--- src/rtl/bus_transaction_queue_unit_defines.svh ---
// Assertion macros shared by the queue RTL.
`ifndef BUS_TRANSACTION_QUEUE_UNIT_DEFINES_SVH
`define BUS_TRANSACTION_QUEUE_UNIT_DEFINES_SVH

// Same-cycle implication, checked outside reset.
`define BTQ_ASSERT_NOW(label, ante, cons, msg) \
  label: assert property (@(posedge clk) disable iff (rst) (ante) |-> (cons)) \
    else $error(msg);

// Next-cycle implication, checked outside reset.
`define BTQ_ASSERT_NEXT(label, ante, cons, msg) \
  label: assert property (@(posedge clk) disable iff (rst) (ante) |=> (cons)) \
    else $error(msg);

`endif

--- src/rtl/btq_pkg.sv ---
// Shared types, constants and helpers for the bus transaction queue.
package btq_pkg;

  localparam int DEPTH  = 32;
  localparam int IDX_W  = $clog2(DEPTH);
  localparam int CNT_W  = $clog2(DEPTH + 1);
  localparam int SUM_W  = $clog2(2 * DEPTH);
  localparam int ADDR_W = 13;
  localparam int REQ_W  = 3;

  localparam logic [15:0] ADDR_CUT  = 16'h1fff;
  localparam logic [15:0] FULL_MASK = 16'hffff;

  localparam logic [REQ_W-1:0] REQ_INJECT_AUTO = 3'd0;
  localparam logic [REQ_W-1:0] REQ_INJECT_AT   = 3'd1;
  localparam logic [REQ_W-1:0] REQ_STUFF       = 3'd2;
  localparam logic [REQ_W-1:0] REQ_YIELD       = 3'd3;
  localparam logic [REQ_W-1:0] REQ_FETCH       = 3'd4;
  localparam logic [REQ_W-1:0] REQ_SET_AUTO    = 3'd5;
  localparam logic [REQ_W-1:0] REQ_PEEK        = 3'd6;

  typedef struct packed {
    logic [ADDR_W-1:0] addr;
    logic [15:0]       mask;
    logic [7:0]        value;
    logic              drive;
    logic [63:0]       stamp;
  } entry_t;

  typedef struct packed {
    logic             en;
    logic [IDX_W-1:0] pos;
    entry_t           data;
  } wr_t;

  // ring position idx + off, off at most DEPTH
  function automatic logic [IDX_W-1:0] idx_add(input logic [IDX_W-1:0] idx,
                                               input logic [CNT_W-1:0] off);
    logic [SUM_W-1:0] sum;
    sum = SUM_W'(idx) + SUM_W'(off);
    if (sum >= SUM_W'(DEPTH)) begin
      sum = sum - SUM_W'(DEPTH);
    end
    return sum[IDX_W-1:0];
  endfunction

endpackage

--- src/rtl/btq_if.sv ---
// Request and response channel interfaces of the bus transaction queue.
interface btq_req_if;
  logic        valid;
  logic        ready;
  logic [2:0]  req_type;
  logic [15:0] address;
  logic [7:0]  value;
  logic [15:0] mask;
  logic [63:0] timestamp;

  modport source (output valid, req_type, address, value, mask, timestamp, input ready);
  modport sink   (input valid, req_type, address, value, mask, timestamp, output ready);
endinterface

interface btq_rsp_if;
  logic        valid;
  logic        ready;
  logic        hit;
  logic        bus_drive;
  logic [7:0]  bus_value;
  logic [12:0] head_address;
  logic        overflow;
  logic        pending;
  logic [5:0]  entry_count;
  logic [15:0] next_inject_address;

  modport source (output valid, hit, bus_drive, bus_value, head_address, overflow,
                  pending, entry_count, next_inject_address, input ready);
  modport sink   (input valid, hit, bus_drive, bus_value, head_address, overflow,
                  pending, entry_count, next_inject_address, output ready);
endinterface

--- src/rtl/btq_store.sv ---
// Entry memory with registered head entry and prefetched successor.
module btq_store (
  input  logic                     clk,
  input  btq_pkg::wr_t             wr,
  input  logic                     pop,
  input  logic [btq_pkg::IDX_W-1:0] head_idx,
  input  logic [btq_pkg::IDX_W-1:0] head_idx_next,
  output btq_pkg::entry_t          head
);

  btq_pkg::entry_t                  mem [btq_pkg::DEPTH];
  btq_pkg::entry_t                  succ;
  logic [btq_pkg::IDX_W-1:0]        rd_addr;

  assign rd_addr = btq_pkg::idx_add(head_idx_next, btq_pkg::CNT_W'(1));

  always_ff @(posedge clk) begin
    if (wr.en) begin
      mem[wr.pos] <= wr.data;
    end
    if (wr.en && wr.pos == rd_addr) begin
      succ <= wr.data;
    end else begin
      succ <= mem[rd_addr];
    end
  end

  always_ff @(posedge clk) begin
    if (pop) begin
      head <= succ;
    end else if (wr.en && wr.pos == head_idx) begin
      head <= wr.data;
    end
  end

endmodule

--- src/rtl/bus_transaction_queue_unit.sv ---
// Top level of the bus transaction queue: request decode, pointers, result register.
//
//   channel | dir | transaction
//   req     | in  | req_type, address, value, mask, timestamp
//   rsp     | out | hit, bus_drive, bus_value, head_address, overflow, pending,
//           |     | entry_count, next_inject_address
//
// One transaction per cycle unless stalled; its result is registered for the next cycle.
// Head and its successor are held in registers, so a pop needs no memory read latency.
// rst clears pointers, count, auto address and the result valid; entries are not cleared.
// req.ready drops only while a result waits and rsp.ready is low.
`include "bus_transaction_queue_unit_defines.svh"

module bus_transaction_queue_unit (
  input logic      clk,
  input logic      rst,
  btq_req_if.sink  req,
  btq_rsp_if.source rsp
);

  logic [btq_pkg::IDX_W-1:0] head_idx, head_idx_next;
  logic [btq_pkg::IDX_W-1:0] tail_pos;
  logic [btq_pkg::CNT_W-1:0] count, count_next;
  logic [15:0]               auto_addr, auto_addr_next;
  logic [btq_pkg::ADDR_W-1:0] tail_addr, tail_addr_next;

  logic                      acc;
  logic                      is_push, is_drive, is_fetch, is_peek, is_set, is_inject;
  logic [15:0]               push_addr;
  logic                      replace, full, drop;
  logic                      fetch_hit, pop, show;
  btq_pkg::entry_t           new_entry, head;
  btq_pkg::wr_t              wr;

  assign acc       = req.valid && req.ready;
  assign req.ready = !rsp.valid || rsp.ready;

  always_comb begin
    is_push   = 1'b0;
    is_drive  = 1'b1;
    is_fetch  = 1'b0;
    is_peek   = 1'b0;
    is_set    = 1'b0;
    is_inject = 1'b0;
    unique case (req.req_type)
      btq_pkg::REQ_INJECT_AUTO,
      btq_pkg::REQ_INJECT_AT: begin
        is_push   = 1'b1;
        is_inject = 1'b1;
      end
      btq_pkg::REQ_STUFF: is_push = 1'b1;
      btq_pkg::REQ_YIELD: begin
        is_push  = 1'b1;
        is_drive = 1'b0;
      end
      btq_pkg::REQ_FETCH:    is_fetch = 1'b1;
      btq_pkg::REQ_SET_AUTO: is_set   = 1'b1;
      btq_pkg::REQ_PEEK:     is_peek  = 1'b1;
      default: ;
    endcase
  end

  assign push_addr = (req.req_type == btq_pkg::REQ_INJECT_AUTO) ? auto_addr : req.address;

  always_comb begin
    new_entry.addr  = push_addr[btq_pkg::ADDR_W-1:0];
    new_entry.mask  = is_drive ? btq_pkg::FULL_MASK : req.mask;
    new_entry.value = is_drive ? req.value : 8'd0;
    new_entry.drive = is_drive;
    new_entry.stamp = req.timestamp;
  end

  assign tail_pos  = btq_pkg::idx_add(head_idx, count - btq_pkg::CNT_W'(1));
  assign replace   = (count != '0) && (tail_addr == push_addr[btq_pkg::ADDR_W-1:0]);
  assign full      = (count == btq_pkg::CNT_W'(btq_pkg::DEPTH));
  assign drop      = is_push && !replace && full;

  assign fetch_hit = (count != '0)
                  && (head.addr == (req.address[btq_pkg::ADDR_W-1:0]
                                    & head.mask[btq_pkg::ADDR_W-1:0]))
                  && (head.stamp <= req.timestamp);
  assign pop  = acc && is_fetch && fetch_hit;
  assign show = is_peek ? (count != '0) : (is_fetch && fetch_hit);

  always_comb begin
    wr.en   = acc && is_push && !drop;
    wr.pos  = replace ? tail_pos : btq_pkg::idx_add(head_idx, count);
    wr.data = new_entry;
  end

  always_comb begin
    head_idx_next  = head_idx;
    count_next     = count;
    auto_addr_next = auto_addr;
    tail_addr_next = tail_addr;
    if (acc) begin
      if (wr.en) begin
        tail_addr_next = new_entry.addr;
        if (!replace) begin
          count_next = count + btq_pkg::CNT_W'(1);
        end
        if (is_inject) begin
          auto_addr_next = push_addr + 16'd1;
        end
      end
      if (pop) begin
        head_idx_next = btq_pkg::idx_add(head_idx, btq_pkg::CNT_W'(1));
        count_next    = count - btq_pkg::CNT_W'(1);
      end
      if (is_set) begin
        auto_addr_next = req.address;
      end
    end
  end

  always_ff @(posedge clk) begin
    if (rst) begin
      head_idx  <= '0;
      count     <= '0;
      auto_addr <= '0;
    end else begin
      head_idx  <= head_idx_next;
      count     <= count_next;
      auto_addr <= auto_addr_next;
    end
  end

  always_ff @(posedge clk) begin
    tail_addr <= tail_addr_next;
  end

  btq_store u_store (
    .clk           (clk),
    .wr            (wr),
    .pop           (pop),
    .head_idx      (head_idx),
    .head_idx_next (head_idx_next),
    .head          (head)
  );

  always_ff @(posedge clk) begin
    if (rst) begin
      rsp.valid <= 1'b0;
    end else if (acc) begin
      rsp.valid <= 1'b1;
    end else if (rsp.ready) begin
      rsp.valid <= 1'b0;
    end
  end

  always_ff @(posedge clk) begin
    if (acc) begin
      rsp.hit                 <= show;
      rsp.bus_drive           <= show && head.drive;
      rsp.bus_value           <= show ? head.value : 8'd0;
      rsp.head_address        <= show ? head.addr : '0;
      rsp.overflow            <= drop;
      rsp.pending             <= (count_next != '0);
      rsp.entry_count         <= 6'(count_next);
      rsp.next_inject_address <= auto_addr_next;
    end
  end

  `BTQ_ASSERT_NOW(a_count_max, 1'b1, count <= btq_pkg::CNT_W'(btq_pkg::DEPTH), "count above depth")
  `BTQ_ASSERT_NEXT(a_pop_dec, pop, count == $past(count) - btq_pkg::CNT_W'(1), "pop did not decrement")
  `BTQ_ASSERT_NEXT(a_drop_hold, acc && drop, (count == $past(count)) && (auto_addr == $past(auto_addr)), "dropped push changed state")
  `BTQ_ASSERT_NOW(a_pending, rsp.valid, rsp.pending == (rsp.entry_count != 6'd0), "pending disagrees with count")

endmodule
--- src/flat_wrapper.sv ---
// flat-port wrapper written by rule: the top's interface ports become plain ports
module bus_transaction_queue_unit_flat 
  (clk, rst, req_valid, req_req_type, req_address, req_value, req_mask, req_timestamp, req_ready, rsp_valid, rsp_hit, rsp_bus_drive, rsp_bus_value, rsp_head_address, rsp_overflow, rsp_pending, rsp_entry_count, rsp_next_inject_address, rsp_ready);
  btq_req_if req_i ();
  btq_rsp_if rsp_i ();
  input logic clk;
  input logic rst;
  input wire logic [$bits(req_i.valid)-1:0] req_valid;
  input wire logic [$bits(req_i.req_type)-1:0] req_req_type;
  input wire logic [$bits(req_i.address)-1:0] req_address;
  input wire logic [$bits(req_i.value)-1:0] req_value;
  input wire logic [$bits(req_i.mask)-1:0] req_mask;
  input wire logic [$bits(req_i.timestamp)-1:0] req_timestamp;
  output wire logic [$bits(req_i.ready)-1:0] req_ready;
  output wire logic [$bits(rsp_i.valid)-1:0] rsp_valid;
  output wire logic [$bits(rsp_i.hit)-1:0] rsp_hit;
  output wire logic [$bits(rsp_i.bus_drive)-1:0] rsp_bus_drive;
  output wire logic [$bits(rsp_i.bus_value)-1:0] rsp_bus_value;
  output wire logic [$bits(rsp_i.head_address)-1:0] rsp_head_address;
  output wire logic [$bits(rsp_i.overflow)-1:0] rsp_overflow;
  output wire logic [$bits(rsp_i.pending)-1:0] rsp_pending;
  output wire logic [$bits(rsp_i.entry_count)-1:0] rsp_entry_count;
  output wire logic [$bits(rsp_i.next_inject_address)-1:0] rsp_next_inject_address;
  input wire logic [$bits(rsp_i.ready)-1:0] rsp_ready;
  assign req_i.valid = req_valid;
  assign req_i.req_type = req_req_type;
  assign req_i.address = req_address;
  assign req_i.value = req_value;
  assign req_i.mask = req_mask;
  assign req_i.timestamp = req_timestamp;
  assign req_ready = req_i.ready;
  assign rsp_valid = rsp_i.valid;
  assign rsp_hit = rsp_i.hit;
  assign rsp_bus_drive = rsp_i.bus_drive;
  assign rsp_bus_value = rsp_i.bus_value;
  assign rsp_head_address = rsp_i.head_address;
  assign rsp_overflow = rsp_i.overflow;
  assign rsp_pending = rsp_i.pending;
  assign rsp_entry_count = rsp_i.entry_count;
  assign rsp_next_inject_address = rsp_i.next_inject_address;
  assign rsp_i.ready = rsp_ready;
  bus_transaction_queue_unit u_core (.clk(clk), .rst(rst), .req(req_i), .rsp(rsp_i));
endmodule
--- config.mk ---
export PLATFORM = sky130hd
export DESIGN_NAME = bus_transaction_queue_unit_flat
export DESIGN_NICKNAME = d
export VERILOG_FILES = /design/src/rtl/btq_pkg.sv /design/src/rtl/btq_if.sv /design/src/rtl/btq_store.sv /design/src/rtl/bus_transaction_queue_unit.sv /design/src/flat_wrapper.sv
export VERILOG_INCLUDE_DIRS = /design/src /design/src/rtl
export SDC_FILE = /design/constraint.sdc
export NUM_CORES = 2
export LEC_CHECK = 0
export ABC_CLOCK_PERIOD_IN_PS = 20700
export BUFFER_PORTS_ARGS = -buffer_cell sky130_fd_sc_hd__buf_2
export CELL_PAD_IN_SITES_DETAIL_PLACEMENT = 0
export CELL_PAD_IN_SITES_GLOBAL_PLACEMENT = 2
export CORE_UTILIZATION = 54
export CTS_CLUSTER_DIAMETER = 30
export DETAILED_ROUTE_END_ITERATION = 16
export HOLD_SLACK_MARGIN = 0.05
export MAX_ROUTING_LAYER = met4
export PLACE_DENSITY_LB_ADDON = 0.05
export SYNTH_ARGS = -nofsm -noshare
export SYNTH_HDL_FRONTEND = slang
export SYNTH_HIERARCHICAL = 1
export SYNTH_SLANG_ARGS = --single-unit
--- constraint.sdc ---
create_clock -name clk -period 20.7 [get_ports clk]
set_input_delay 4.14 -clock clk [delete_from_list [all_inputs] [get_ports clk]]
set_output_delay 4.14 -clock clk [all_outputs]
set_load 0.01 [all_outputs]
==> results.toml <==
[hold_path]
worstHoldStart = "u_core/auto_addr[14]$_SDFF_PP0_"
hold_path_depth = 2
whs_endpoint = "u_core/auto_addr[14]$_SDFF_PP0_"
hold_path.class = "reg -> reg"

[finish]
area_growth_pct = 19.8
final_net_count = 7237
fill_cells = 16300
layout_common_cells = "edfxtp_1 (3,327), mux4_2 (693), clkbuf_16 (642), mux2i_1 (505), nor2_1 (322)"
final_common_cell = "edfxtp_1"
drive_gt1_frac = 0.276

[setup_path]
path_class = "in -> reg"
timing.rr.end = "u_core/u_store/mem[18][51]$_DFFE_PP_"
cp.arrival_ps = 11370
crit_buf_inv = 5
cp.required_ps = 21270
r2r_cells = 16
startpoint_type = "input port"
crit_path_top_delay_cell = "buf_4"
rr_startpoint = "u_core/auto_addr[2]$_SDFF_PP0_"
cpPeakStageDelay_ps = 710
path_cells = "buf_2, or3_1, buf_4, mux2i_4, inv_2, a221oi_2, nand3_1, or4_4, xnor2_1, ha_1, fa_1, a21o_1, a21oi_1, xnor2_1, xnor2_1, or3b_2, nor2_4, buf_4, buf_4"
endpoint_kind = "register"
crit_fanout = 36
cpLargestDelayFamily = "simple AND/OR/NAND/NOR gates"
regToRegSetupSlack_ps = 13610

[placed_design]
hpwl_um = 160000
place_congestion = 0.797
io_buffer_count = 156

[logic_synthesis]
netlist_instances = 6471
synthesis.nets = 6656
synth.yosys.warnings = 6
syn-cell-area_mm2 = 0.132
postSynthAreaPerCell_um2 = 20.4

[sta]
whs_ps = 510
max_freq_ghz = 0.0926
fin_tns_setup_ps = 0
min_period_ps = 10800
finalCritPeriodShare = 0.522
setup_violations = 0
final.setup_skew_ps = 40.8
drv_slew = 0
hold_viol_final = 0
slew_headroom = 0.178
tightestPinTransition_ps = 1230
rsz0062_at_grt = "no"

[routing]
vias = 67900
postRouteWirelength_um = 340000
viasPerCell = 6.30
dr.pass1.iters = 5
drc = 0
ant_nets = 0
routedWlPerCell_um = 31.6
drt_iter0_markers = 6693

[clocking]
cts_tree = "yes"
cts_num_sinks = 3360
cts_buffers = 630
clockBufferDepth = 4
cts_hold_buffers = 0
cts.repair.resized = 0
cts.clk_slew.worst_paths_ps = 40
htreeDepth = 6
clk_latency_ps = 970
cts_root_buf = "clkbuf_16"
post_cts_buffers = 0

[global_routing]
overflow = 0
grt_pass1_vias = 68900
grt_pass1_wl_um = 487000
grt_max_degree = 132
antenna_found_initial = 18
grt.total_usage = 0.287

[floorplanning]
coreArea_mm2 = 0.243
die_y_um = 497
fp.dieW_um = 497
die_area_mm2 = 0.247
io_pins = 160
std_cell_rows = 181
start_util = 0.544

[pwr]
powerDensity_mw_per_mm2 = 114
power.leakage_uw = 0.0543
vdd_drop_max_mv = 0.107

[run_status]
status = "complete, no violations"

[run]
maxCapViolCount = 0
stage by stage:
| stage | cell area, um2 | instances | setup slack (ps) | total power, uW | util |
|---|---|---|---|---|---|
| floorplan | 132000 | 6471 | 7680 | 7800 | - |
| global placement | 137000 | 9622 | 9020 | 7940 | 0.564 |
| detailed placement | 137000 | 9622 | 9010 | 7950 | 0.564 |
| CTS | 158000 | 10800 | 10010 | 18100 | 0.651 |
| global route | 158000 | 10800 | 9750 | 18400 | 0.651 |
| finish | 158000 | 10800 | 9900 | 18000 | 0.651 |
where the power goes:
group	leakage (uW)	internal, uW	switching (uW)
combinational	0.0138	72.0	202
clock	0.0103	6800	3350
sequential	0.0303	7540	15.5
total	0.0543	14400	3570
worst register-to-register path, cell delays in order, from the launching register on:
cell      delay [ps]
dfxtp_1          360
mux2i_4          220
inv_2            270
a221oi_2         340
nand3_1          110
or4_4            660
xnor2_1          200
ha_1             240
fa_1             440
a21o_1           200
a21oi_1          180
xnor2_1          110
xnor2_1          650
or3b_2           640
nor2_4           680
buf_4            710
buf_4            680
final cells by class:
type,count,area (um2),share of cell area
sequential,3360,101000,0.635
antenna,17,42.5,0.000269
clock buffer,715,16400,0.103
clock inverter,422,4890,0.0309
multi-input combinational,2559,29600,0.187
timing repair buffer,306,2170,0.0137
tap,3202,4010,0.0253
inverter,195,733,0.00463
sequential cells by signal (all words and copies together) (netlist names), named ones only:
register,flops
u_core/auto_addr,16
u_core/count,6
u_core/head_idx,5
u_core/rsp.bus_drive,1
u_core/rsp.bus_value,8
u_core/rsp.entry_count,6
u_core/rsp.head_address,13
u_core/rsp.hit,1
u_core/rsp.next_inject_address,16
u_core/rsp.overflow,1
u_core/rsp.pending,1
u_core/rsp.valid,1
u_core/tail_addr,13
u_core/u_store/head,99
u_core/u_store/mem,3168
worst max-delay path by stage:
stage	start	to	slack (ps)	depth (start not counted)
after global placement	req_req_type[2]	u_core/u_store/mem[18][54]$_DFFE_PP_	9020	19
final	req_req_type[2]	u_core/u_store/mem[18][51]$_DFFE_PP_	9900	19
after detailed placement	req_req_type[2]	u_core/u_store/mem[18][60]$_DFFE_PP_	9010	19
after CTS	req_req_type[2]	u_core/u_store/mem[18][52]$_DFFE_PP_	10010	19
after floorplan	req_req_type[2]	u_core/u_store/mem[17][0]$_DFFE_PP_	7680	19
after global routing	req_req_type[2]	u_core/u_store/mem[18][56]$_DFFE_PP_	9750	19
per-layer routing:
layer | global-route usage | routed length [um]
met2 | 0.436 | 162000
met5 | - | 0
met3 | 0.0496 | 25700
met1 | 0.410 | 147000
met4 | 0.0717 | 6500
Power figures use the tool's default switching activity.
